**src/rtl/core/vrlp_vita_packet_deframer_assert.svh**
```systemverilog
// Assertion macros for the VRLP deframer.
// Used by vrlp_vita_packet_deframer.sv; expects clk and rst_n in scope.
`ifndef VRLP_VITA_PACKET_DEFRAMER_ASSERT_SVH
`define VRLP_VITA_PACKET_DEFRAMER_ASSERT_SVH
`ifndef NO_ASSERTIONS
// condition implies consequence in the same cycle
`define VRLPDF_ASSERT_IMPLY(label, cond, cons, msg) \
    label: assert property (@(posedge clk) disable iff (!rst_n) (cond) |-> (cons)) \
        else $error(msg);
// condition implies consequence in the next cycle
`define VRLPDF_ASSERT_NEXT(label, cond, cons, msg) \
    label: assert property (@(posedge clk) disable iff (!rst_n) (cond) |=> (cons)) \
        else $error(msg);
`else
`define VRLPDF_ASSERT_IMPLY(label, cond, cons, msg)
`define VRLPDF_ASSERT_NEXT(label, cond, cons, msg)
`endif
`endif

```
**src/rtl/core/vrlpdf_pkg.sv**
```systemverilog
// Shared types and constants of the VRLP deframer.
// No dependencies.
`default_nettype none
package vrlpdf_pkg;
    localparam logic [31:0] MARK_VRLP = 32'h5652_4C50;
    localparam logic [31:0] MARK_VEND = 32'h5645_4E44;
    localparam int HDR_TSF_BIT = 20;
    localparam int HDR_SID_BIT = 28;
    localparam int HDR_EXT_BIT = 29;
    localparam logic [31:0] HDR_BLANK = (32'd1 << 30) | (32'd1 << 27) | (32'd1 << 26)
                                      | (32'd1 << 23) | (32'd1 << 22);
    localparam int MAX_RESULTS = 64;

    localparam logic [1:0] REG_RECOVER_MODE = 2'd0;
    localparam logic [1:0] REG_NUM_OUTPUTS  = 2'd1;

    localparam logic [1:0] STATUS_PAYLOAD = 2'd0;
    localparam logic [1:0] STATUS_EMPTY   = 2'd1;
    localparam logic [1:0] STATUS_DROP    = 2'd2;

    localparam logic [1:0] KIND_DATA = 2'd0;
    localparam logic [1:0] KIND_TAG  = 2'd1;
    localparam logic [1:0] KIND_MSG  = 2'd2;

    typedef enum logic [3:0] {
        ST_IDLE,
        ST_R_CHECK,
        ST_R_W0,
        ST_R_W1,
        ST_R_WE,
        ST_U_W0,
        ST_U_W1,
        ST_U_W2,
        ST_U_WE,
        ST_U_W3,
        ST_U_TS0,
        ST_U_TS1,
        ST_U_PAY,
        ST_U_EMPTY,
        ST_DROP,
        ST_FIN
    } state_t;
endpackage
`default_nettype wire

```
**src/rtl/core/vrlp_vita_packet_deframer.sv**
```systemverilog
// VRLP/VITA packet deframer: byte store, frame search and payload unpacking.
// Depends on vrlpdf_pkg and vrlp_vita_packet_deframer_assert.svh.
//
// Usage:
//  - Byte channel (data_byte, end_of_buffer; byte_valid/byte_stall): one stream
//    byte per transaction. byte_stall is high while the block works on the
//    store; in plain mode a byte mid-buffer is taken each cycle.
//  - Result channel (status .. last; res_valid/res_stall): one payload word, an
//    empty-packet marker or a drop marker per transaction, last on the final one.
//    A single output register holds a result while the receiver stalls; the
//    sequencer waits on it before loading the next one.
//  - Config channel (cfg_index, cfg_data; cfg_valid/cfg_ready): ready only while
//    idle. Writing recover_mode empties the store.
// Timing: every store word is fetched over the single byte-wide read port of
// the store memory, one byte per cycle, then a registered read and an
// evaluation step. A packet is read as header words, trailer, optional
// timestamp and payload; a recover-mode slide checks each byte position.
// Reset: store empty, plain mode, num_outputs = 1, no result pending. The
// store memory itself is not cleared; it is only read where written.
`default_nettype none
module vrlp_vita_packet_deframer #(
    parameter int MAX_PACKET_BYTES = 256,
    parameter int MIN_PACKET_BYTES = 20
) (
    input  wire logic        clk,
    input  wire logic        rst_n,
    // byte input
    input  wire logic        byte_valid,
    output logic             byte_stall,
    input  wire logic [7:0]  data_byte,
    input  wire logic        end_of_buffer,
    // results
    output logic             res_valid,
    input  wire logic        res_stall,
    output logic [1:0]       status,
    output logic [31:0]      stream_id,
    output logic [11:0]      sequence_res,
    output logic [1:0]       kind,
    output logic             has_timestamp,
    output logic [63:0]      timestamp,
    output logic [31:0]      payload_word,
    output logic             last,
    // configuration
    input  wire logic        cfg_valid,
    output logic             cfg_ready,
    input  wire logic [1:0]  cfg_index,
    input  wire logic [7:0]  cfg_data
);
    localparam int AW  = $clog2(MAX_PACKET_BYTES);      // store address
    localparam int SW  = AW + 2;                        // address sum
    localparam int CW  = $clog2(MAX_PACKET_BYTES + 1);  // fill count
    localparam int PWW = $clog2(MAX_PACKET_BYTES / 4 + 1); // frame words

    // circular address: s is below twice the store size
    function automatic logic [AW-1:0] wrap_addr(input logic [SW-1:0] s);
        logic [SW-1:0] r;
        r = (s >= SW'(MAX_PACKET_BYTES)) ? s - SW'(MAX_PACKET_BYTES) : s;
        return r[AW-1:0];
    endfunction

    vrlpdf_pkg::state_t state_reg, state_next;

    logic [7:0]     byte_store [MAX_PACKET_BYTES];
    logic [7:0]     mem_rd_reg;
    logic           wr_en;
    logic [AW-1:0]  wr_addr, rd_addr;

    logic [CW-1:0]  fill_reg, fill_next;
    logic [AW-1:0]  start_reg, start_next;
    logic           ovf_reg, ovf_next;
    logic           recover_reg, recover_next;
    logic [7:0]     nout_reg, nout_next;

    logic [2:0]     fcnt_reg, fcnt_next;
    logic [PWW-1:0] widx_reg, widx_next;
    logic [31:0]    word_reg, word_next;
    logic [PWW-1:0] pw_reg, pw_next;
    logic [11:0]    seq_reg, seq_next;
    logic           tsf_reg, tsf_next;
    logic           ext_reg, ext_next;
    logic [31:0]    sid_reg, sid_next;
    logic [63:0]    ts_reg, ts_next;

    logic           res_valid_reg, res_valid_next;
    logic [1:0]     status_reg, status_next;
    logic [31:0]    sid_out_reg, sid_out_next;
    logic [11:0]    seq_out_reg, seq_out_next;
    logic [1:0]     kind_reg, kind_next;
    logic           hts_reg, hts_next;
    logic [63:0]    ts_out_reg, ts_out_next;
    logic [31:0]    pay_reg, pay_next;
    logic           last_reg, last_next;

    logic           fdone, res_free, byte_acc, cfg_acc;
    logic [CW-1:0]  fill_inc;
    logic           ovf_inc;
    logic [19:0]    pw_word;
    logic [2:0]     hw;
    logic [PWW+1:0] plen;

    assign fdone    = (fcnt_reg == 3'd5);
    assign res_free = !res_valid_reg || !res_stall;
    assign byte_acc = byte_valid && !byte_stall;
    assign cfg_acc  = cfg_valid && cfg_ready;
    assign fill_inc = (fill_reg < CW'(MAX_PACKET_BYTES)) ? fill_reg + 1'b1 : fill_reg;
    assign ovf_inc  = ovf_reg || (fill_reg == CW'(MAX_PACKET_BYTES));
    assign pw_word  = word_reg[19:0];
    assign hw       = tsf_reg ? 3'd6 : 3'd4;
    assign plen     = {pw_reg, 2'b00};

    // store memory: one write port, one registered read port
    always_ff @(posedge clk) begin
        if (wr_en) begin
            byte_store[wr_addr] <= data_byte;
        end
        mem_rd_reg <= byte_store[rd_addr];
    end

    // handshakes and memory addresses
    always_comb begin
        byte_stall = (state_reg != vrlpdf_pkg::ST_IDLE);
        cfg_ready  = (state_reg == vrlpdf_pkg::ST_IDLE);
        wr_en      = byte_acc && (fill_reg < CW'(MAX_PACKET_BYTES));
        wr_addr    = wrap_addr(SW'(start_reg) + SW'(fill_reg));
        rd_addr    = wrap_addr(SW'(start_reg) + SW'({widx_reg, 2'b00})
                               + SW'(fcnt_reg[1:0]));
    end

    // sequencer and datapath next values
    always_comb begin
        state_next     = state_reg;
        fill_next      = fill_reg;
        start_next     = start_reg;
        ovf_next       = ovf_reg;
        recover_next   = recover_reg;
        nout_next      = nout_reg;
        fcnt_next      = fdone ? fcnt_reg : fcnt_reg + 3'd1;
        widx_next      = widx_reg;
        word_next      = word_reg;
        pw_next        = pw_reg;
        seq_next       = seq_reg;
        tsf_next       = tsf_reg;
        ext_next       = ext_reg;
        sid_next       = sid_reg;
        ts_next        = ts_reg;
        res_valid_next = res_valid_reg && res_stall;
        status_next    = status_reg;
        sid_out_next   = sid_out_reg;
        seq_out_next   = seq_out_reg;
        kind_next      = kind_reg;
        hts_next       = hts_reg;
        ts_out_next    = ts_out_reg;
        pay_next       = pay_reg;
        last_next      = last_reg;

        if (fcnt_reg != 3'd0 && !fdone) begin
            word_next = {word_reg[23:0], mem_rd_reg};
        end

        unique case (state_reg)
            vrlpdf_pkg::ST_IDLE: begin
                fcnt_next = 3'd0;
                widx_next = '0;
                if (cfg_acc) begin
                    if (cfg_index == vrlpdf_pkg::REG_RECOVER_MODE) begin
                        recover_next = cfg_data[0];
                        fill_next    = '0;
                        start_next   = '0;
                        ovf_next     = 1'b0;
                    end else if (cfg_index == vrlpdf_pkg::REG_NUM_OUTPUTS) begin
                        nout_next = cfg_data;
                    end
                end else if (byte_acc) begin
                    fill_next = fill_inc;
                    ovf_next  = ovf_inc;
                    if (recover_reg) begin
                        state_next = vrlpdf_pkg::ST_R_CHECK;
                    end else if (end_of_buffer) begin
                        if (ovf_inc || fill_inc < CW'(8)) begin
                            state_next = vrlpdf_pkg::ST_DROP;
                        end else begin
                            state_next = vrlpdf_pkg::ST_U_W0;
                        end
                    end
                end
            end
            vrlpdf_pkg::ST_R_CHECK: begin
                fcnt_next = 3'd0;
                widx_next = '0;
                if (fill_reg < CW'(MIN_PACKET_BYTES)) begin
                    ovf_next   = 1'b0;
                    state_next = vrlpdf_pkg::ST_IDLE;
                end else begin
                    state_next = vrlpdf_pkg::ST_R_W0;
                end
            end
            vrlpdf_pkg::ST_R_W0: begin
                if (fdone) begin
                    fcnt_next = 3'd0;
                    if (word_reg == vrlpdf_pkg::MARK_VRLP) begin
                        widx_next  = PWW'(1);
                        state_next = vrlpdf_pkg::ST_R_W1;
                    end else begin
                        start_next = wrap_addr(SW'(start_reg) + SW'(1));
                        fill_next  = fill_reg - 1'b1;
                        state_next = vrlpdf_pkg::ST_R_CHECK;
                    end
                end
            end
            vrlpdf_pkg::ST_R_W1: begin
                if (fdone) begin
                    fcnt_next = 3'd0;
                    if (pw_word != 20'd0 && pw_word <= 20'(MAX_PACKET_BYTES / 4)) begin
                        pw_next = pw_word[PWW-1:0];
                        if (pw_word > 20'(fill_reg >> 2)) begin
                            state_next = vrlpdf_pkg::ST_IDLE;   // wait for more bytes
                        end else begin
                            widx_next  = pw_word[PWW-1:0] - 1'b1;
                            state_next = vrlpdf_pkg::ST_R_WE;
                        end
                    end else begin
                        start_next = wrap_addr(SW'(start_reg) + SW'(1));
                        fill_next  = fill_reg - 1'b1;
                        state_next = vrlpdf_pkg::ST_R_CHECK;
                    end
                end
            end
            vrlpdf_pkg::ST_R_WE: begin
                if (fdone) begin
                    fcnt_next = 3'd0;
                    widx_next = '0;
                    if (word_reg == vrlpdf_pkg::MARK_VEND) begin
                        state_next = vrlpdf_pkg::ST_U_W0;
                    end else begin
                        start_next = wrap_addr(SW'(start_reg) + SW'(1));
                        fill_next  = fill_reg - 1'b1;
                        state_next = vrlpdf_pkg::ST_R_CHECK;
                    end
                end
            end
            vrlpdf_pkg::ST_U_W0: begin
                if (fdone) begin
                    fcnt_next = 3'd0;
                    if (word_reg == vrlpdf_pkg::MARK_VRLP) begin
                        widx_next  = PWW'(1);
                        state_next = vrlpdf_pkg::ST_U_W1;
                    end else begin
                        state_next = vrlpdf_pkg::ST_DROP;
                    end
                end
            end
            vrlpdf_pkg::ST_U_W1: begin
                if (fdone) begin
                    fcnt_next = 3'd0;
                    seq_next  = word_reg[31:20];
                    if (pw_word > 20'(fill_reg >> 2) || pw_word < 20'd5) begin
                        state_next = vrlpdf_pkg::ST_DROP;
                    end else begin
                        pw_next    = pw_word[PWW-1:0];
                        widx_next  = PWW'(2);
                        state_next = vrlpdf_pkg::ST_U_W2;
                    end
                end
            end
            vrlpdf_pkg::ST_U_W2: begin
                if (fdone) begin
                    fcnt_next = 3'd0;
                    tsf_next  = word_reg[vrlpdf_pkg::HDR_TSF_BIT];
                    ext_next  = word_reg[vrlpdf_pkg::HDR_EXT_BIT];
                    ts_next   = '0;
                    if (word_reg[15:0] != 16'(pw_reg) - 16'd3
                        || word_reg[19:16] != seq_reg[3:0]
                        || !word_reg[vrlpdf_pkg::HDR_SID_BIT]
                        || (word_reg & vrlpdf_pkg::HDR_BLANK) != 32'd0
                        || pw_reg < (word_reg[vrlpdf_pkg::HDR_TSF_BIT] ? PWW'(7) : PWW'(5)))
                    begin
                        state_next = vrlpdf_pkg::ST_DROP;
                    end else begin
                        widx_next  = pw_reg - 1'b1;
                        state_next = vrlpdf_pkg::ST_U_WE;
                    end
                end
            end
            vrlpdf_pkg::ST_U_WE: begin
                if (fdone) begin
                    fcnt_next = 3'd0;
                    if (word_reg == vrlpdf_pkg::MARK_VEND) begin
                        widx_next  = PWW'(3);
                        state_next = vrlpdf_pkg::ST_U_W3;
                    end else begin
                        state_next = vrlpdf_pkg::ST_DROP;
                    end
                end
            end
            vrlpdf_pkg::ST_U_W3: begin
                if (fdone) begin
                    fcnt_next = 3'd0;
                    sid_next  = word_reg;
                    widx_next = PWW'(4);
                    if (word_reg >= {24'd0, nout_reg}
                        || int'(pw_reg) > int'(hw) + 1 + vrlpdf_pkg::MAX_RESULTS) begin
                        state_next = vrlpdf_pkg::ST_DROP;
                    end else if (tsf_reg) begin
                        state_next = vrlpdf_pkg::ST_U_TS0;
                    end else if (pw_reg == PWW'(5)) begin
                        state_next = vrlpdf_pkg::ST_U_EMPTY;
                    end else begin
                        state_next = vrlpdf_pkg::ST_U_PAY;
                    end
                end
            end
            vrlpdf_pkg::ST_U_TS0: begin
                if (fdone) begin
                    fcnt_next      = 3'd0;
                    ts_next[63:32] = word_reg;
                    widx_next      = PWW'(5);
                    state_next     = vrlpdf_pkg::ST_U_TS1;
                end
            end
            vrlpdf_pkg::ST_U_TS1: begin
                if (fdone) begin
                    fcnt_next     = 3'd0;
                    ts_next[31:0] = word_reg;
                    widx_next     = PWW'(6);
                    if (pw_reg == PWW'(7)) begin
                        state_next = vrlpdf_pkg::ST_U_EMPTY;
                    end else begin
                        state_next = vrlpdf_pkg::ST_U_PAY;
                    end
                end
            end
            vrlpdf_pkg::ST_U_PAY: begin
                if (fdone && res_free) begin
                    fcnt_next      = 3'd0;
                    res_valid_next = 1'b1;
                    status_next    = vrlpdf_pkg::STATUS_PAYLOAD;
                    sid_out_next   = sid_reg;
                    seq_out_next   = seq_reg;
                    kind_next      = !ext_reg ? vrlpdf_pkg::KIND_DATA
                                   : (tsf_reg ? vrlpdf_pkg::KIND_TAG : vrlpdf_pkg::KIND_MSG);
                    hts_next       = tsf_reg;
                    ts_out_next    = ts_reg;
                    pay_next       = word_reg;
                    last_next      = (widx_reg == pw_reg - PWW'(2));
                    widx_next      = widx_reg + 1'b1;
                    if (widx_reg == pw_reg - PWW'(2)) begin
                        state_next = vrlpdf_pkg::ST_FIN;
                    end
                end
            end
            vrlpdf_pkg::ST_U_EMPTY: begin
                if (res_free) begin
                    res_valid_next = 1'b1;
                    status_next    = vrlpdf_pkg::STATUS_EMPTY;
                    sid_out_next   = sid_reg;
                    seq_out_next   = seq_reg;
                    kind_next      = !ext_reg ? vrlpdf_pkg::KIND_DATA
                                   : (tsf_reg ? vrlpdf_pkg::KIND_TAG : vrlpdf_pkg::KIND_MSG);
                    hts_next       = tsf_reg;
                    ts_out_next    = ts_reg;
                    pay_next       = '0;
                    last_next      = 1'b1;
                    state_next     = vrlpdf_pkg::ST_FIN;
                end
            end
            vrlpdf_pkg::ST_DROP: begin
                if (res_free) begin
                    res_valid_next = 1'b1;
                    status_next    = vrlpdf_pkg::STATUS_DROP;
                    sid_out_next   = '0;
                    seq_out_next   = '0;
                    kind_next      = vrlpdf_pkg::KIND_DATA;
                    hts_next       = 1'b0;
                    ts_out_next    = '0;
                    pay_next       = '0;
                    last_next      = 1'b1;
                    state_next     = vrlpdf_pkg::ST_FIN;
                end
            end
            vrlpdf_pkg::ST_FIN: begin
                // recover mode consumes the frame, plain mode empties the store
                if (recover_reg) begin
                    start_next = wrap_addr(SW'(start_reg) + SW'(plen));
                    fill_next  = fill_reg - CW'(plen);
                end else begin
                    fill_next  = '0;
                    start_next = '0;
                    ovf_next   = 1'b0;
                end
                state_next = vrlpdf_pkg::ST_IDLE;
            end
            default: begin
                state_next = vrlpdf_pkg::ST_IDLE;
            end
        endcase
    end

    always_ff @(posedge clk or negedge rst_n) begin
        if (!rst_n) begin
            state_reg     <= vrlpdf_pkg::ST_IDLE;
            fill_reg      <= '0;
            start_reg     <= '0;
            ovf_reg       <= 1'b0;
            recover_reg   <= 1'b0;
            nout_reg      <= 8'd1;
            fcnt_reg      <= '0;
            widx_reg      <= '0;
            res_valid_reg <= 1'b0;
        end else begin
            state_reg     <= state_next;
            fill_reg      <= fill_next;
            start_reg     <= start_next;
            ovf_reg       <= ovf_next;
            recover_reg   <= recover_next;
            nout_reg      <= nout_next;
            fcnt_reg      <= fcnt_next;
            widx_reg      <= widx_next;
            res_valid_reg <= res_valid_next;
        end
    end

    always_ff @(posedge clk) begin
        word_reg    <= word_next;
        pw_reg      <= pw_next;
        seq_reg     <= seq_next;
        tsf_reg     <= tsf_next;
        ext_reg     <= ext_next;
        sid_reg     <= sid_next;
        ts_reg      <= ts_next;
        status_reg  <= status_next;
        sid_out_reg <= sid_out_next;
        seq_out_reg <= seq_out_next;
        kind_reg    <= kind_next;
        hts_reg     <= hts_next;
        ts_out_reg  <= ts_out_next;
        pay_reg     <= pay_next;
        last_reg    <= last_next;
    end

    assign res_valid     = res_valid_reg;
    assign status        = status_reg;
    assign stream_id     = sid_out_reg;
    assign sequence_res  = seq_out_reg;
    assign kind          = kind_reg;
    assign has_timestamp = hts_reg;
    assign timestamp     = ts_out_reg;
    assign payload_word  = pay_reg;
    assign last          = last_reg;

`include "vrlp_vita_packet_deframer_assert.svh"

    `VRLPDF_ASSERT_IMPLY(a_fill_bound, 1'b1, fill_reg <= CW'(MAX_PACKET_BYTES), "fill over store size")
    `VRLPDF_ASSERT_IMPLY(a_recover_idle_room, state_reg == vrlpdf_pkg::ST_IDLE && recover_reg, fill_reg < CW'(MAX_PACKET_BYTES), "recover store full while idle")
    `VRLPDF_ASSERT_IMPLY(a_consume_bound, state_reg == vrlpdf_pkg::ST_FIN && recover_reg, CW'(plen) <= fill_reg && plen != '0, "frame consume exceeds fill")
    `VRLPDF_ASSERT_IMPLY(a_drop_shape, res_valid_reg && status_reg == vrlpdf_pkg::STATUS_DROP, last_reg && pay_reg == 32'd0 && sid_out_reg == 32'd0, "malformed drop result")
    `VRLPDF_ASSERT_NEXT(a_fin_idle, state_reg == vrlpdf_pkg::ST_FIN, state_reg == vrlpdf_pkg::ST_IDLE, "finish did not return to idle")

endmodule
`default_nettype wire
```
**config.mk**
```make
export PLATFORM = sky130hd
export DESIGN_NAME = vrlp_vita_packet_deframer
export DESIGN_NICKNAME = d
export VERILOG_FILES = /design/src/rtl/core/vrlpdf_pkg.sv /design/src/rtl/core/vrlp_vita_packet_deframer.sv
export VERILOG_INCLUDE_DIRS = /design/src /design/src/rtl/core
export SDC_FILE = /design/constraint.sdc
export NUM_CORES = 2
export LEC_CHECK = 0
export ABC_AREA = 1
export BUFFER_PORTS_ARGS = -buffer_cell sky130_fd_sc_hd__buf_2
export CORE_UTILIZATION = 45
export CTS_BUF_LIST = sky130_fd_sc_hd__clkbuf_4 sky130_fd_sc_hd__clkbuf_8
export DETAILED_ROUTE_END_ITERATION = 12
export PLACE_DENSITY = 0.57
export SLEW_MARGIN = 20
export SYNTH_ARGS = -nofsm -noshare
export SYNTH_HDL_FRONTEND = slang
export SYNTH_SLANG_ARGS = --single-unit
```
**constraint.sdc**
```tcl
create_clock -name clk -period 6.07 [get_ports clk]
set_input_delay 0.3035 -clock clk [delete_from_list [all_inputs] [get_ports clk]]
set_output_delay 0.3035 -clock clk [all_outputs]
set_load 0.02 [all_outputs]
```
; ---- Yosys cells after proc, flatten, opt, wreduce, memory -nomap -nowiden
; Memory sizes are Yosys's and may differ from the RTL's. A register that Yosys moved wholly into a read port is not among the register bits.
; Cells that the tools add are included.
[word_totals]
ff_bits = 337
out_inout_bits = 149
n_memories = 1
wordCells = 305
ram_bits = 2048
inputBits = 24
[classes]
n_reduce_logical = 54
addsub = 20
mux = 132
n_eq_ne = 59
magnitude_cmp = 13
bitwise_logic = 1
[mem_list]
columns = name, words, word_bits, read_ports, rd_clocked_by_memory_dff, wr, line_no
row1 = byte_store, 256, 8, 1, 1, 1, vrlp_vita_packet_deframer.sv:63  ; logic [7:0] byte_store [MAX_PACKET_BYTES];
[op_table]
columns = op, count
row1 = 64-bit 2-to-1 mux, 4
row2 = 32-bit case mux with 2 select lines, 3
row3 = 64-bit case mux with 3 select lines, 1
row4 = 32-bit 2-to-1 mux, 5
row5 = 7-bit 2-to-1 mux, 20
row6 = 8-bit 2-to-1 mux, 13
row7 = 9-bit 2-to-1 mux, 11
row8 = 32-bit case mux with 3 select lines, 1
row9 = 4-bit 2-to-1 mux, 21
row10 = 7-bit case mux with 11 select lines, 1
row11 = "32-bit by 31-bit == test with 1-bit output, second input constant", 2
row12 = 4-bit case mux with 15 select lines, 1
row13 = "2-bit inequality test, second input constant", 25
row14 = 9-bit case mux with 5 select lines, 1
row15 = 8-bit case mux with 5 select lines, 1
row16 = 12-bit 2-to-1 mux, 3
row17 = 12-bit case mux with 3 select lines, 1
row18 = "4-bit == test, second input constant", 8
row19 = 32-bit by 8-bit >= comparator with 1-bit output, 1
row20 = 32-bit nonzero test, 1
row21 = "8-bit by 1-bit subtractor with 8-bit output, second input constant", 4
row22 = 8-bit by 9-bit adder with 10-bit output, 3
row23 = "10-bit by 9-bit >= comparator with 1-bit output, second input constant", 3
row24 = 3-bit 2-to-1 mux, 9
row25 = 62 further kinds, 136

; ---- Depth between registers and ports, before layout
[logic_depth]
depth_word = 10
mapped_depth = 19
depth_no_buf = 18

; ---- Worst setup path after synthesis
; OpenSTA, ideal clock, no wires.
[synth_timing]
path_kind = register -> register
startpoint = register fcnt_reg[1]
endpoint = register hts_reg (netlist: has_timestamp), enable pin
stages_incl_launch_ff = 8
arrival_time_ps = 3695
synth_period_minus_slack_ps = 4181
t_required_ps = 5584
n_path_buf = 0
path_slack_ps = 1889
cell_sequence = dfrtp_1 -> inv_1 -> ha_1 -> nand2_1 -> inv_1 -> nand2_1 -> nand2_1 -> and3_1
[synth_between]
elab_chain_cells = 4
[synth_lines]
columns = element, line_no
row1 = "start, declared", vrlp_vita_packet_deframer.sv:74  ; logic [2:0] fcnt_reg, fcnt_next;
row2 = "start signal, assigned", vrlp_vita_packet_deframer.sv:416  ; fcnt_reg <= fcnt_next;
row3 = 3-bit == test, vrlp_vita_packet_deframer.sv:101  ; assign fdone = (fcnt_reg == 3'd5);
row4 = 1-bit logical AND, vrlp_vita_packet_deframer.sv:333  ; if (fdone && res_free) begin
row5 = 2-bit inequality test (no line), --
row6 = 4-bit AND reduction (no line), --
row7 = "end signal, assigned", vrlp_vita_packet_deframer.sv:434  ; hts_reg <= hts_next;
row8 = "end, declared", vrlp_vita_packet_deframer.sv:89  ; logic hts_reg, hts_next;
; No other way between the ends.
; A chain may end at the register's enable or synchronous reset.

; ---- Final worst setup path
[layout_timing]
startpoint = register start_reg[0]
endpoint = register mem_rd_reg[7] (read register of byte_store)
[layout_between]
elab_chain_cells = 4
elab_cells_between_ends = 5
cone_classes = 3 x add/sub / 1 x order compare / 1 x mux
[layout_lines]
columns = element, line_no
row1 = "start, declared", vrlp_vita_packet_deframer.sv:69  ; logic [AW-1:0] start_reg, start_next;
row2 = "start signal, assigned", vrlp_vita_packet_deframer.sv:412  ; start_reg <= start_next;
row3 = 8-bit by 9-bit adder with 10-bit output (*), vrlp_vita_packet_deframer.sv:125  ; rd_addr = wrap_addr(SW'(start_reg) + SW'({widx_reg, 2'b00})
row4 = 10-bit by 2-bit adder with 10-bit output (*), vrlp_vita_packet_deframer.sv:126  ; + SW'(fcnt_reg[1:0]));
row5 = 8-bit by 1-bit subtractor with 8-bit output / 10-bit by 9-bit >= comparator with 1-bit output (equally long branches), vrlp_vita_packet_deframer.sv:57  ; r = (s >= SW'(MAX_PACKET_BYTES)) ? s - SW'(MAX_PACKET_BYTES) : s;
row6 = 8-bit 2-to-1 mux (*), vrlp_vita_packet_deframer.sv:57
row7 = "end, declared", vrlp_vita_packet_deframer.sv:64  ; logic [7:0] mem_rd_reg;
; Mark *: on every way between the ends. The rest lies on a longest branch, timed or not.

==> results.py <==
metrics = {
    "power": {
        "power.share.clock_pct": 43.2,
        "vdd_drop_max_mv": 0.256,
        "switching_share_pct": 20.9,
        "p_sw_mw": 6.79,
        "leakagePower_nw": 44.3,
        "comb_power_share_pct": 1.1,
        "p_int_mw": 25.7,
        "p_seq_share_pct": 55.8,
        "p_per_area_mw_per_mm2": 283,
    },
    "final_layout": {
        "final_nets": 10100,
        "finalCoreUtilization_pct": 50.8,
        "multiInputGateArea_mm2": 0.0261,
        "drive_gt1_share_pct": 9.74,
        "final_common_cell": "nand2_1",
        "fill_cells": 20200,
        "final_cell_mix": "nand2_1, edfxtp_1, nor2_1, nand3_1, inv_1",
        "largest_reg_flops": 2048,
        "seq_area_mm2": 0.0716,
        "area_growth_pct": 11.8,
    },
    "clock_tree": {
        "clock_latency_ns": 1.09,
        "post_cts_buffers": 0,
        "cts_tree": "done",
        "htreeDepth": 5,
        "clk_path_buf_depth": 4,
        "clk_pin_slew_ns": 0.06,
        "cts_buffers": 413,
        "cts-root-buf": "clkbuf_8",
        "cts.sinks": 2393,
    },
    "job": {
        "cap_violations": 0,
    },
    "synth": {
        "synth-seq-cells": 2393,
        "syn-instance-count": 9744,
        "synth_top_family_by_area": "simple AND/OR/NAND/NOR gates",
        "synth_top_area_share_pct": 68.6,
        "ys_types": 56,
        "synth_compound_area_share_pct": 3.89,
        "syn_area_mm2": 0.103,
        "synth_enable_flop_cells": 2343,
        "synth-simple-area-share_pct": 20.3,
        "ys.flop_type": "edfxtp_1",
        "syn_nets": 9828,
        "async_reset_ff_share_pct": 1.76,
        "netlist_top_cells_area": "edfxtp_1, nand2_1, nor2_1, nand3_1, o21ai_0",
        "ys_warn_count": 0,
        "yosysTopAreaCell": "edfxtp_1",
        "synth_xor_area_share_pct": 0.356,
        "synth.avg_cell_area_um2": 10.5,
        "synthAdderAreaFrac_pct": 0.761,
        "synth_mux_area_share_pct": 0,
        "seq_area_frac_synth_pct": 69.8,
    },
    "route": {
        "viasPerCell": 5.26,
        "wl_per_cell_um": 22.1,
        "drtIter0Drc": 7074,
        "drt-total-wl_um": 295000,
        "drc_errors": 0,
        "first_pass_iters": 6,
        "vias": 70100,
        "ant_nets": 0,
    },
    "timing": {
        "hold_viol_final": 0,
        "fin_tns_setup_ns": 0,
        "skew_ns": 0.0637,
        "fmax_mhz": 205,
        "period_share_pct": 80.5,
        "slew_headroom_pct": 25.8,
        "slew_violations": 0,
        "tightest_slew_ns": 1.11,
        "period_needed_ns": 4.89,
        "rsz0062_at_grt": "false",
        "setup_viol": 0,
    },
    "global_route": {
        "grt_overflow": 0,
        "met1_usage_pct": 34.9,
        "grtUsageTotal_pct": 25.4,
        "grt_max_degree": 188,
        "use_met2_pct": 40.6,
        "grt_pass1_wl_um": 438000,
        "grt_pass1_vias": 67500,
        "busiest_layer": "met2",
        "grt_antenna_before_repair": 11,
        "met3_usage_pct": 4.32,
    },
    "critical_path": {
        "arrival_ns": 5.88,
        "endpoint_kind": "flip-flop",
        "crit_required_ns": 7.07,
        "path_max_fanout": 87,
        "critPathKind": "flip-flop to flip-flop",
        "setup.worst_path.start_class": "flip-flop",
    },
    "die": {
        "coreArea_mm2": 0.226,
        "rows": 174,
        "die_w_um": 479,
        "die_area_mm2": 0.230,
        "ios": 173,
        "fp.dieH_um": 479,
        "initial_core_util_pct": 45.4,
    },
    "placement": {
        "routabilityCongestion": 0.874,
        "hpwl_um": 170000,
        "numPortBuffers": 172,
    },
    "hold_path": {
        "hold_path.class": "primary input to flip-flop",
    },
    "outcome": {
        "outcome": "finished, final reports clean",
    },
}
## stage by stage
step	cells	setup slack, ns	total power [mW]	area [um^2]	hold slack [ns]
after CTS	13300	1.27	32.7	115000	0.0334
after floorplan	9744	1.89	18.5	103000	0.00791
after global routing	13300	1.13	33.4	115000	0.0968
after global placement	12500	1.32	18.8	106000	0.477
final	13300	1.18	32.5	115000	0.149
after detailed placement	12500	1.33	18.8	106000	0.471
## cell families (layout without fill, tap and decap cells)
| group | count (synthesis) | count (layout) |
|---|---|---|
| compound gates | 778 | 778 |
| xor+xnor | 40 | 40 |
| fa+ha+maj | 60 | 60 |
| buf+inv | 1229 | 1802 |
| flops | 2393 | 2393 |
| other cells | 0 | 8 |
| simple gates | 5244 | 5244 |
## area by class of cell
class                      count  area share [%]
clock inverter               156           0.696
tap                         2992            3.26
antenna                        8          0.0175
inverter                     714            2.36
timing repair buffer         362            2.48
sequential                  2393            62.4
clock buffer                 570            6.05
multi-input combinational   6122            22.7
## routing by layer
layer | wire length [um] | share of wire, %
met3 | 20900 | 7.1
met5 | 55 | 0.019
met4 | 10400 | 3.5
met1 | 126000 | 43
met2 | 138000 | 47
## path summary, 6_finish.rpt
check	start	end	slack (ns)	cells past startpoint
worst max-delay path	start_reg[0]	mem_rd_reg[7]	1.18	16
worst min-delay path	res_stall	res_valid	0.15	4
worst max register to register	start_reg[0]	mem_rd_reg[7]	1.18	16
min in group asynchronous	rst_n	nout_reg[0]	0.34	3
max in group asynchronous	rst_n	widx_reg[6]	5.43	4
worst min register to register	ovf_reg	ovf_reg	0.51	2
## synthesized netlist by cell type (6+ instances only)
cell type / instances
clkbuf_1: 199
nand2_1: 2883
nand3_1: 719
nand4_1: 16
buf_1: 48
or2_2: 7
xor2_1: 23
dfrtp_1: 41
o21ai_0: 613
nor2_2: 6
a21oi_1: 40
nor2_1: 1565
edfxtp_1: 2343
nand2_2: 20
ha_1: 56
xnor2_1: 15
o21ai_1: 90
inv_1: 704
buf_2: 238
nor3_1: 13
buf_4: 24
dfxtp_1: 8
inv_2: 8
## power groups by stage
stage / clock network (mW) / registers [mW] / logic [mW]
finish: 14.0 / 18.1 / 0.345
global route: 14.9 / 18.1 / 0.366
CTS: 14.2 / 18.1 / 0.351
detailed placement: 0 / 18.4 / 0.329
global placement: 0 / 18.4 / 0.319
floorplan: 0 / 18.4 / 0.00609
## critical path, cell delays in order, from the launching register on
cell and delay, ns:
dfrtp_1 0.47, ha_4 0.22, fa_4 0.87, inv_8 0.64
buf_12 0.44, buf_4 0.28, buf_4 0.19, o21ai_0 0.10
o21ai_0 0.17, nand2_1 0.07, nand3_1 0.09, nand3_1 0.12
nand3_1 0.19, nand3_1 0.38, nand2_1 0.21, nand2_1 0.07
nand2_1 0.09
## repair_timing
action | 4_1_cts | 5_1_grt
hold buffers | 51 | 0
resized for setup | 0 | 0
hold endpoints to repair | 729 | 0
No activity file was read; power rests on OpenSTA's default activity.
